### src/sv/rrts_pkg.sv
// Shared types and constants for the round-robin task switcher.
`timescale 1ns / 1ps

package rrts_pkg;

    localparam int DEF_TASK_SLOTS = 8;

    localparam logic [1:0] REQ_SWITCH = 2'd0;
    localparam logic [1:0] REQ_CREATE = 2'd1;
    localparam logic [1:0] REQ_EXIT   = 2'd2;

    localparam logic [1:0]  FLAG_IN_USE = 2'h1;
    localparam logic [1:0]  FLAG_EXEC   = 2'h2;
    localparam logic [31:0] FRAME_BYTES = 32'd64;

    // sequencer -> scan unit
    typedef struct packed {
        logic start;        // load counter with start index
        logic step;         // advance counter by one slot
        logic create_mode;  // hit on free slot instead of executable slot
        logic set_en;       // mark slot under counter in use + executable
        logic clr_en;       // clear flags of slot at clear index
    } t_scan_ctl;

    // scan unit -> sequencer
    typedef struct packed {
        logic at_end;       // counter ran past the last slot
        logic hit;          // slot under counter matches the scan mode
    } t_scan_sts;

endpackage

### src/sv/round_robin_task_switcher.sv
// Round-robin task switcher top level: request sequencer and result register.
`timescale 1ns / 1ps
// Sequence: a switch scans the flags from the slot after the running task, reads the saved
//   stack pointer (S_READ) and loads the result (S_OUT); a create scans from slot 1, then
//   loads; exit and unused codes load directly. One request at a time; ready returns when
//   the result is loaded, which waits while the output stalls; the slot scan sets the rate.
// Reset (i_rst_n low, synchronous): running task 0, all task flags cleared, no result
//   pending. Saved stack pointers are not cleared; no clearing pass.
module round_robin_task_switcher #(
    parameter int TASK_SLOTS = rrts_pkg::DEF_TASK_SLOTS
) (
    input  logic        i_clk,
    input  logic        i_rst_n,
    input  logic        i_s_axis_tvalid,
    output logic        o_s_axis_tready,
    input  logic [31:0] i_s_axis_tdata,   // [31:0] stack_value
    input  logic [1:0]  i_s_axis_tuser,   // [1:0] req_type
    output logic        o_m_axis_tvalid,
    input  logic        i_m_axis_tready,
    output logic [39:0] o_m_axis_tdata,   // [2:0] task_slot, [34:3] stack_out, [39:35] zero
    output logic [0:0]  o_m_axis_tuser    // [0] status
);
    import rrts_pkg::*;

    localparam int SLOT_W = $clog2(TASK_SLOTS);
    localparam int CNT_W  = $clog2(TASK_SLOTS + 1);

    typedef enum logic [1:0] {
        S_IDLE,
        S_SCAN,
        S_READ,
        S_OUT
    } t_state;

    t_state            r_state;
    logic              r_is_create;
    logic [SLOT_W-1:0] r_running;
    logic [31:0]       r_new_sp;
    logic [SLOT_W-1:0] r_res_slot;
    logic [31:0]       r_res_sp;
    logic              r_res_status;
    logic              r_out_valid;
    logic [2:0]        r_out_slot;
    logic [31:0]       r_out_sp;
    logic              r_out_status;

    t_scan_ctl         scan_ctl;
    t_scan_sts         scan_sts;
    logic [CNT_W-1:0]  scan_idx;
    logic [CNT_W-1:0]  start_idx;
    logic              in_accept;
    logic              out_free;
    logic              out_load;
    logic              scan_done;
    logic [SLOT_W-1:0] found_slot;
    logic [SLOT_W+2:0] res_slot_ext;

    logic              mem_wr_en;
    logic [SLOT_W-1:0] mem_wr_addr;
    logic [31:0]       mem_wr_data;
    logic              mem_rd_en;
    logic [31:0]       mem_rd_data;

    assign o_s_axis_tready = (r_state == S_IDLE);
    assign in_accept       = i_s_axis_tvalid && o_s_axis_tready;
    assign out_free        = !r_out_valid || i_m_axis_tready;
    assign out_load        = (r_state == S_OUT) && out_free;
    assign scan_done       = scan_sts.at_end || scan_sts.hit;
    assign found_slot      = scan_sts.at_end ? '0 : scan_idx[SLOT_W-1:0];
    // low 3 bits of the slot index, zero-filled for small tables
    assign res_slot_ext    = {3'b000, r_res_slot};

    always_comb begin
        scan_ctl             = '0;
        scan_ctl.create_mode = r_is_create;
        start_idx            = CNT_W'(r_running) + CNT_W'(1);
        mem_wr_en            = 1'b0;
        mem_wr_addr          = r_running;
        mem_wr_data          = i_s_axis_tdata;
        mem_rd_en            = 1'b0;
        case (r_state)
            S_IDLE: begin
                if (in_accept) begin
                    case (i_s_axis_tuser)
                        REQ_SWITCH: begin
                            scan_ctl.start = 1'b1;
                            mem_wr_en      = 1'b1;
                        end
                        REQ_CREATE: begin
                            scan_ctl.start = 1'b1;
                            start_idx      = CNT_W'(1);
                        end
                        REQ_EXIT: begin
                            scan_ctl.clr_en = 1'b1;
                        end
                        default: begin
                        end
                    endcase
                end
            end
            S_SCAN: begin
                if (!scan_done) begin
                    scan_ctl.step = 1'b1;
                end else if (r_is_create) begin
                    if (!scan_sts.at_end) begin
                        scan_ctl.set_en = 1'b1;
                        mem_wr_en       = 1'b1;
                        mem_wr_addr     = scan_idx[SLOT_W-1:0];
                        mem_wr_data     = r_new_sp;
                    end
                end else begin
                    mem_rd_en = 1'b1;
                end
            end
            default: begin
            end
        endcase
    end

    rrts_scan_unit #(
        .TASK_SLOTS (TASK_SLOTS),
        .SLOT_W     (SLOT_W),
        .CNT_W      (CNT_W)
    ) u_scan (
        .i_clk       (i_clk),
        .i_rst_n     (i_rst_n),
        .i_ctl       (scan_ctl),
        .i_start_idx (start_idx),
        .i_clr_idx   (r_running),
        .o_sts       (scan_sts),
        .o_idx       (scan_idx)
    );

    rrts_stack_mem #(
        .DEPTH  (TASK_SLOTS),
        .ADDR_W (SLOT_W)
    ) u_mem (
        .i_clk     (i_clk),
        .i_wr_en   (mem_wr_en),
        .i_wr_addr (mem_wr_addr),
        .i_wr_data (mem_wr_data),
        .i_rd_en   (mem_rd_en),
        .i_rd_addr (found_slot),
        .o_rd_data (mem_rd_data)
    );

    always_ff @(posedge i_clk) begin
        if (!i_rst_n) begin
            r_state     <= S_IDLE;
            r_running   <= '0;
            r_out_valid <= 1'b0;
        end else begin
            if (out_load) begin
                r_out_valid <= 1'b1;
            end else if (i_m_axis_tready) begin
                r_out_valid <= 1'b0;
            end
            case (r_state)
                S_IDLE: begin
                    if (in_accept) begin
                        r_is_create  <= (i_s_axis_tuser == REQ_CREATE);
                        r_new_sp     <= i_s_axis_tdata - FRAME_BYTES;
                        r_res_slot   <= r_running;
                        r_res_sp     <= '0;
                        r_res_status <= 1'b0;
                        if (i_s_axis_tuser == REQ_SWITCH || i_s_axis_tuser == REQ_CREATE) begin
                            r_state <= S_SCAN;
                        end else begin
                            r_state <= S_OUT;
                        end
                    end
                end
                S_SCAN: begin
                    if (scan_done) begin
                        if (r_is_create) begin
                            if (scan_sts.at_end) begin
                                // table full
                                r_res_slot   <= '0;
                                r_res_status <= 1'b1;
                            end else begin
                                r_res_slot <= scan_idx[SLOT_W-1:0];
                                r_res_sp   <= r_new_sp;
                            end
                            r_state <= S_OUT;
                        end else begin
                            // past the last slot always lands on slot 0
                            r_running  <= found_slot;
                            r_res_slot <= found_slot;
                            r_state    <= S_READ;
                        end
                    end
                end
                S_READ: begin
                    r_res_sp <= mem_rd_data;
                    r_state  <= S_OUT;
                end
                S_OUT: begin
                    if (out_free) begin
                        r_state <= S_IDLE;
                    end
                end
                default: begin
                    r_state <= S_IDLE;
                end
            endcase
        end
        if (out_load) begin
            r_out_slot   <= res_slot_ext[2:0];
            r_out_sp     <= r_res_sp;
            r_out_status <= r_res_status;
        end
    end

    assign o_m_axis_tvalid = r_out_valid;
    assign o_m_axis_tdata  = {5'b00000, r_out_sp, r_out_slot};
    assign o_m_axis_tuser  = r_out_status;

endmodule

### src/sv/rrts_stack_mem.sv
// Saved stack pointer memory: one write port, one registered read port.
`timescale 1ns / 1ps

module rrts_stack_mem #(
    parameter int DEPTH  = 8,
    parameter int ADDR_W = 3
) (
    input  logic              i_clk,
    input  logic              i_wr_en,
    input  logic [ADDR_W-1:0] i_wr_addr,
    input  logic [31:0]       i_wr_data,
    input  logic              i_rd_en,
    input  logic [ADDR_W-1:0] i_rd_addr,
    output logic [31:0]       o_rd_data
);

    logic [31:0] r_mem [DEPTH];
    logic [31:0] r_rd_data;

    always_ff @(posedge i_clk) begin
        if (i_wr_en) begin
            r_mem[i_wr_addr] <= i_wr_data;
        end
        if (i_rd_en) begin
            r_rd_data <= r_mem[i_rd_addr];
        end
    end

    assign o_rd_data = r_rd_data;

endmodule

### src/sv/rrts_scan_unit.sv
// Task flag table with the shared slot counter and match compare.
`timescale 1ns / 1ps

module rrts_scan_unit #(
    parameter int TASK_SLOTS = rrts_pkg::DEF_TASK_SLOTS,
    parameter int SLOT_W     = $clog2(TASK_SLOTS),
    parameter int CNT_W      = $clog2(TASK_SLOTS + 1)
) (
    input  logic                i_clk,
    input  logic                i_rst_n,
    input  rrts_pkg::t_scan_ctl i_ctl,
    input  logic [CNT_W-1:0]    i_start_idx,
    input  logic [SLOT_W-1:0]   i_clr_idx,
    output rrts_pkg::t_scan_sts o_sts,
    output logic [CNT_W-1:0]    o_idx
);
    import rrts_pkg::*;

    logic [1:0]       r_flags [TASK_SLOTS];
    logic [CNT_W-1:0] r_cnt;
    logic [CNT_W-1:0] n_cnt;
    logic [1:0]       rd_flags;
    logic             at_end;

    assign at_end   = (r_cnt >= CNT_W'(TASK_SLOTS));
    assign rd_flags = at_end ? 2'b00 : r_flags[r_cnt[SLOT_W-1:0]];

    always_comb begin
        n_cnt = r_cnt;
        if (i_ctl.start) begin
            n_cnt = i_start_idx;
        end else if (i_ctl.step) begin
            n_cnt = r_cnt + CNT_W'(1);
        end
    end

    always_ff @(posedge i_clk) begin
        if (!i_rst_n) begin
            for (int i = 0; i < TASK_SLOTS; i++) begin
                r_flags[i] <= 2'b00;
            end
        end else begin
            if (i_ctl.set_en && !at_end) begin
                r_flags[r_cnt[SLOT_W-1:0]] <= FLAG_IN_USE | FLAG_EXEC;
            end
            if (i_ctl.clr_en) begin
                r_flags[i_clr_idx] <= 2'b00;
            end
        end
        r_cnt <= n_cnt;
    end

    assign o_sts.at_end = at_end;
    assign o_sts.hit    = !at_end && (i_ctl.create_mode ? (rd_flags == 2'b00)
                                                       : ((rd_flags & FLAG_EXEC) != 2'b00));
    assign o_idx        = r_cnt;

endmodule
### config.mk
export PLATFORM = sky130hd
export DESIGN_NAME = round_robin_task_switcher
export DESIGN_NICKNAME = d
export VERILOG_FILES = /design/src/sv/rrts_pkg.sv /design/src/sv/round_robin_task_switcher.sv /design/src/sv/rrts_stack_mem.sv /design/src/sv/rrts_scan_unit.sv
export SDC_FILE = /design/constraint.sdc
export NUM_CORES = 1
export LEC_CHECK = 0
export BUFFER_PORTS_ARGS = -buffer_cell sky130_fd_sc_hd__clkbuf_2
export CAP_MARGIN = 0
export CORE_MARGIN = 8
export CORE_UTILIZATION = 25
export DETAILED_ROUTE_END_ITERATION = 10
export SLEW_MARGIN = 10
export SYNTH_ARGS = -nofsm -noshare
export SYNTH_HDL_FRONTEND = slang
export SYNTH_SLANG_ARGS = --single-unit
### constraint.sdc
create_clock -name i_clk -period 6.85 [get_ports i_clk]
set_input_delay 1.0275 -clock i_clk [delete_from_list [all_inputs] [get_ports i_clk]]
set_output_delay 1.0275 -clock i_clk [all_outputs]
set_load 0.01 [all_outputs]
==> results of run 1 <==
## power breakdown
group	internal, mW	switching [mW]
Clock	1.22	0.928
Sequential	3.16	0.109
Combinational	0.499	1.00
## cell families after synthesis
group,share of synthesized area
AO/OA/AOI/OAI,0.07981
buffers and inverters,0.01921
multiplexers,0.07442
adder cells (fa/ha/maj),0.006835
XOR/XNOR,0.01276
other,0.0002276
AND/OR/NAND/NOR,0.05764
flip-flops,0.7491
## state kept, by name, indices dropped and copies added, names as in the netlist, named ones only
name             flops
u_scan.o_idx         4
r_res_slot           3
r_running            3
u_mem.o_rd_data     32
r_out_slot           3
o_m_axis_tuser       1
r_state              2
r_is_create          1
r_res_sp            32
u_scan.r_flags       8
r_out_sp            32
r_res_status         1
o_m_axis_tvalid      1
u_mem.r_mem        256
r_new_sp            32
## cell type report
type / count / area, um2 / share of cell area
Antenna cell: 3 / 7.507 / 0.0003900
Clock buffer: 52 / 1067 / 0.05544
Clock inverter: 22 / 185.2 / 0.009619
Inverter: 11 / 41.29 / 0.002145
Multi-Input combinational cell: 457 / 3979 / 0.2067
Sequential cell: 414 / 12340 / 0.6411
Tap cell: 864 / 1081 / 0.05616
Timing Repair Buffer: 97 / 548.0 / 0.02847
## worst min-delay path by stage
stage / startpoint / to / cells after the start
4_1_cts: r_res_sp[29]$_DFFE_PP_ / r_out_sp[29]$_DFFE_PP_ / 0
6_report: r_res_sp[29]$_DFFE_PP_ / r_out_sp[29]$_DFFE_PP_ / 0
3_5_place_dp: r_res_sp[1]$_DFFE_PP_ / r_out_sp[1]$_DFFE_PP_ / 0
3_3_place_gp: r_res_slot[1]$_DFFE_PP_ / r_out_slot[1]$_DFFE_PP_ / 0
5_1_grt: r_res_status$_DFFE_PP_ / o_m_axis_tuser$_DFFE_PP_ / 0
2_1_floorplan: r_res_status$_DFFE_PP_ / o_m_axis_tuser$_DFFE_PP_ / 0
## per-stage QoR
stage	hold WS (ns)	power, mW	util
after CTS	0.4188	6.975	0.2935
after global routing	0.4276	7.213	0.2938
after global placement	0.4036	4.803	0.2744
after detailed placement	0.4045	4.822	0.2744
after floorplan	0.4003	4.257	-
final	0.4173	6.917	0.2939
## placed cells by master (no fill, tap or decap), types with 32 or more instances in the layout
| cell type | instances |
|---|---|
| edfxtp_1 | 405 |
| mux2_2 | 36 |
| mux4_2 | 32 |
| nand2_1 | 49 |
| clkbuf_2 | 75 |
| nor2b_1 | 38 |
| a221oi_1 | 64 |
| clkbuf_16 | 41 |
| o31ai_1 | 35 |
| a22oi_1 | 32 |
## layer usage
layer  global-route usage  share of wire
met1               0.1527           0.46
met2               0.1573           0.45
met3              0.02710          0.079
met4              0.02677          0.018
met5                    0        0.00022
## critical path, stage by stage (launching register included)
cell,delay (ns)
edfxtp_1,0.35
buf_4,0.34
inv_1,0.20
buf_4,0.52
nand2_1,0.34
o31ai_4,0.53
buf_4,0.53
==> impl_metrics.toml, run 1 <==
[global_routing]
overflow = 0
grt_pass1_vias = 9063
grt_max_degree = 78
grtUsageTotal = 0.1059
antenna_found_initial = 3
grt_pass1_wl_um = 59800

[timing]
final.setup.tns_ns = 0
timing.final.crit_period_ns = 3.214
max_freq_mhz = 311.2
fin_ws_ns = 3.636
slew_headroom = 0.2689
rsz0062_at_grt = "false"
worst_pin_slew_ns = 1.081
setup_violations = 0
hold_violations = 0
drv_slew = 0
finalClockSkew_ns = 0.01080
finalCritPeriodShare = 0.4692

[cts]
cts_buffers = 40
clk_latency_ns = 0.54
path_clk_slew_ns = 0.06
cts_root_buf = "clkbuf_16"
cts.htree.levels = 2
ctsHoldBuffers = 0
cts.sinks = 414
cts_buffer_depth = 3
cts_tree = "built"
cts_resized = 0
post_cts.repair.setup_buffers = 0

[cells_and_area]
nets = 1068
syn2layout_area_growth_pct = 16.84
drive_above_1_share = 0.2393
final_cell_area_um2 = 19250
fillCellCount = 6444
finalNonFillerCells = 1920

[place]
dp.cells = 1842
io_buffers = 75
dp_slack_ns = 3.348
place_area_um2 = 17980
hpwl_um = 22520
gp_congestion = 0.7769

[worst_setup_path]
critPathKind = "reg -> reg"
reg2reg_to = "u_mem.r_mem[6][19]$_DFFE_PP_"
path_max_fanout = 44
ff2ff_path_depth = 6
setup.worst_path.start = "u_scan.o_idx[0]$_DFFE_PN_"
arrival_ns = 3.39
endpoint_kind = "flop"
cp_data_required_time_ns = 7.03
r2r_setup_slack_ns = 3.64
crit_path_end = "u_mem.r_mem[6][19]$_DFFE_PP_"
timing.rr.start = "u_scan.o_idx[0]$_DFFE_PN_"
cp-start-kind = "flop"

[synthesis]
ys.flop_type = "edfxtp_1"
synthesis.area_um2 = 16480
ys_seq_elements = 414
synthMostInstantiatedCell = "edfxtp_1"
synth_cells = 944
yosysUniqueCellTypes = 56
synth_top_cell_by_area = "edfxtp_1"
ys_seq_area_frac = 0.7491
synth-edff-count = 405
syn-mean-instance-area_um2 = 17.45
async_flop_share = 0
synth_area_leaders = "edfxtp_1 (74%), mux4_2 (4.4%), a221oi_1 (3.4%), mux2_2 (2.5%), o31ai_1 (1.7%)"
synth_common_cells = "edfxtp_1 (405), a221oi_1 (64), nand2_1 (52), clkbuf_1 (48), nor2b_1 (39)"
synth_top_area_share = 0.7382
yosys_warnings = 0

[route]
firstDrtPassIters = 5
drcViolationCount = 0
wl_per_cell_um = 21.22
drt_iter0_markers = 937
wl_um = 40740
viasPerCell = 4.724
vias = 9071
ant_nets = 0

[flow_run]
maxCapViolations = 0

[floorplanning]
io_pins = 81
rows = 94
die_h_um = 272.7
dieWidth_um = 272.7
dieArea_um2 = 74370
initial_utilization = 0.2515
core_um2 = 65510

[worst_hold_path]
holdCritPathClass = "reg -> reg"

[power]
vdd_ir_drop_max_uv = 164.2
power_leakage_nw = 6.111
power_density_nw_per_um2 = 359.3

[outcome]
status = "completed"
Power figures use the tool's default switching activity.
==> run 2, diff against run 1 <==
- ABC_AREA: unset -> 1
- clock period: 6.85 -> 3.2 ns (I/O delays scaled with it)
==> run 2 against run 1 <==
Compared with the run above: first-iteration DRC count fell by 0.32%; worst setup slack got worse by 3.2 ns; utilization rose by 0.088 points; clock power rose by 120%; synthesized cell count rose by 37%; fmax rose by 15%; via count rose by 16%; combinational power rose by 140%; die area rose by 1.4%; sequential share of layout area fell by 1.3 points; critical path depth rose by 3; sequential cell count did not move; critical endpoint is now u_mem.r_mem[1][12]$_DFFE_PP_; largest cell class unchanged.
==> impl_metrics.toml, run 2 <==
[cells_and_area]
layout_commonest_cell = "edfxtp_1"
syn2layout_area_growth_pct = 17.52
nets = 1426
post-route-util = 0.2947
drive_above_1_share = 0.1552
n_antenna_cell = 0
largest_register_ffs = 256
largest-register = "u_mem.r_mem"
mostFrequentLayoutCells = "edfxtp_1 (405), nand2_1 (321), nand3_1 (84)"
final_cell_area_um2 = 19650

[synthesis]
async_flop_share = 0
synth_cells = 1291
synth_top_cell_by_area = "edfxtp_1"
yosys_warnings = 0
yosysUniqueCellTypes = 38
synthesis.area_um2 = 16720
synth_top_area_share = 0.7272
ys_seq_elements = 414
ys.flop_type = "edfxtp_1"
synthMostInstantiatedCell = "edfxtp_1"
syn-mean-instance-area_um2 = 12.95
synth_common_cells = "edfxtp_1 (405), nand2_1 (321), nand3_1 (84), a21oi_1 (72), o221ai_1 (64)"
synth_area_leaders = "edfxtp_1 (73%), nand2_1 (7.2%), o221ai_1 (3.4%), nand3_1 (2.5%), a21oi_1 (2.2%)"
synth-edff-count = 405
ys_seq_area_frac = 0.7380

[worst_setup_path]
cpLargestDelayFamily = "buffers and inverters"
critPathKind = "reg -> reg"
arrival_ns = 3.05
cp_data_required_time_ns = 3.46
cp.buffers_inverters = 4
cp-start-kind = "flop"
path_cells = "inv_1, ha_1, inv_1, nor2_1, nand3_4, inv_2, buf_4, nand2_1, o21ai_1"
endpoint_kind = "flop"
crit_path_max_incr_delay_ns = 0.36
slowest_stage = "o21ai_1"
crit_path_frequent_cell = "inv_1"
path_max_fanout = 26

[timing]
worst_pin_slew_ns = 0.9037
fin_ws_ns = 0.4096
hold_violations = 0
hold_ws_ns = 0.1483
max_freq_mhz = 358.4
rsz0062_at_grt = "false"
slew_headroom = 0.3912
finalCritPeriodShare = 0.8720
setup_violations = 0
timing.final.crit_period_ns = 2.790
finalClockSkew_ns = 0.01187
drv_slew = 0

[global_routing]
grt_pass1_vias = 10389
grt_pass1_wl_um = 62120
overflow = 0
grt_max_degree = 98
grtUsageTotal = 0.1062
antenna_found_initial = 0

[route]
viasPerCell = 4.596
drt_iter0_markers = 934
vias = 10497
drcViolationCount = 0
ant_nets = 0
firstDrtPassIters = 7
wl_um = 41110
wl_per_cell_um = 18.00

[cts]
cts_root_buf = "clkbuf_16"
cts_buffer_depth = 3
post_cts.repair.setup_buffers = 0
path_clk_slew_ns = 0.06
cts.sinks = 414
cts.htree.levels = 2
cts_buffers = 40
ctsHoldBuffers = 0
clk_latency_ns = 0.55
cts_resized = 0
cts_tree = "built"

[place]
gp_congestion = 0.8388
place_area_um2 = 18320
hpwl_um = 25960
io_buffers = 75
dp_slack_ns = 0.4650

[power]
power_leakage_nw = 6.617
total_power_mw = 15.61
vdd_ir_drop_max_uv = 427.5
power_density_nw_per_um2 = 794.5

[floorplanning]
dieArea_um2 = 75430
initial_utilization = 0.2508
dieWidth_um = 274.6
die_h_um = 274.6
rows = 95
io_pins = 81
core_um2 = 66680

[flow_run]
maxCapViolations = 0

[worst_hold_path]
holdCritPathClass = "in -> reg"

[outcome]
status = "completed"
==> run 2: where the power goes <==
group	leakage (nW)	switching (mW)	internal [mW]
clock	0.647	2.01	2.79
sequential	3.77	0.241	6.95
combinational	2.20	2.65	0.980
total	6.62	4.90	10.7
==> run 2: logic make-up after synthesis <==
logic type / after synthesis / synth area share
other: 1 / 0.0002242
buffers and inverters: 138 / 0.03546
flip-flops: 414 / 0.7380
adder cells (fa/ha/maj): 9 / 0.006734
AO/OA/AOI/OAI: 218 / 0.08499
XOR/XNOR: 23 / 0.01205
AND/OR/NAND/NOR: 488 / 0.1226
==> run 2: stage by stage <==
stage                     cells  TNS, ns
after floorplan            1295   -13.63
after global placement     2210        0
after detailed placement   2210        0
after CTS                  2284        0
after global routing       2284        0
final                      2284        0
==> run 2: final timing paths <==
| check | cells past startpoint | endpoint | start | slack [ns] |
|---|---|---|---|---|
| max | 9 | u_mem.r_mem[1][12]$_DFFE_PP_ | r_state[1]$_SDFFE_PN0P_ | 0.41 |
| min | 1 | r_new_sp[3]$_DFFE_PP_ | i_s_axis_tdata[3] | 0.15 |
| max reg2reg | 9 | u_mem.r_mem[1][12]$_DFFE_PP_ | r_state[1]$_SDFFE_PN0P_ | 0.41 |
| min reg2reg | 0 | r_out_sp[1]$_DFFE_PP_ | r_res_sp[1]$_DFFE_PP_ | 0.42 |
==> run 2: layout make-up <==
class / count / area [um2]
Fill cell: 6628 / 47030
Sequential cell: 414 / 12340
Multi-Input combinational cell: 743 / 3908
Tap cell: 873 / 1092
Clock buffer: 55 / 1077
Timing Repair Buffer: 115 / 738.2
Clock inverter: 19 / 252.7
Inverter: 65 / 244.0
==> run 2: layer usage <==
layer  vias up  GRT usage  wire, um
met2       391     0.1812     19930
met1      5186     0.1348     17180
met5         -          0         0
met3        61    0.01842      2869
met4         0    0.03755      1127
li1       4859          -         -
==> run 2: worst register-to-register path: cells and delay by family (launching register included) <==
family / cells / cell delay (ns)
AO/OA/AOI/OAI: 1 / 0.36
adder cells (fa/ha/maj): 1 / 0.27
buffers and inverters: 4 / 0.92
flip-flops: 1 / 0.35
AND/OR/NAND/NOR: 3 / 0.61
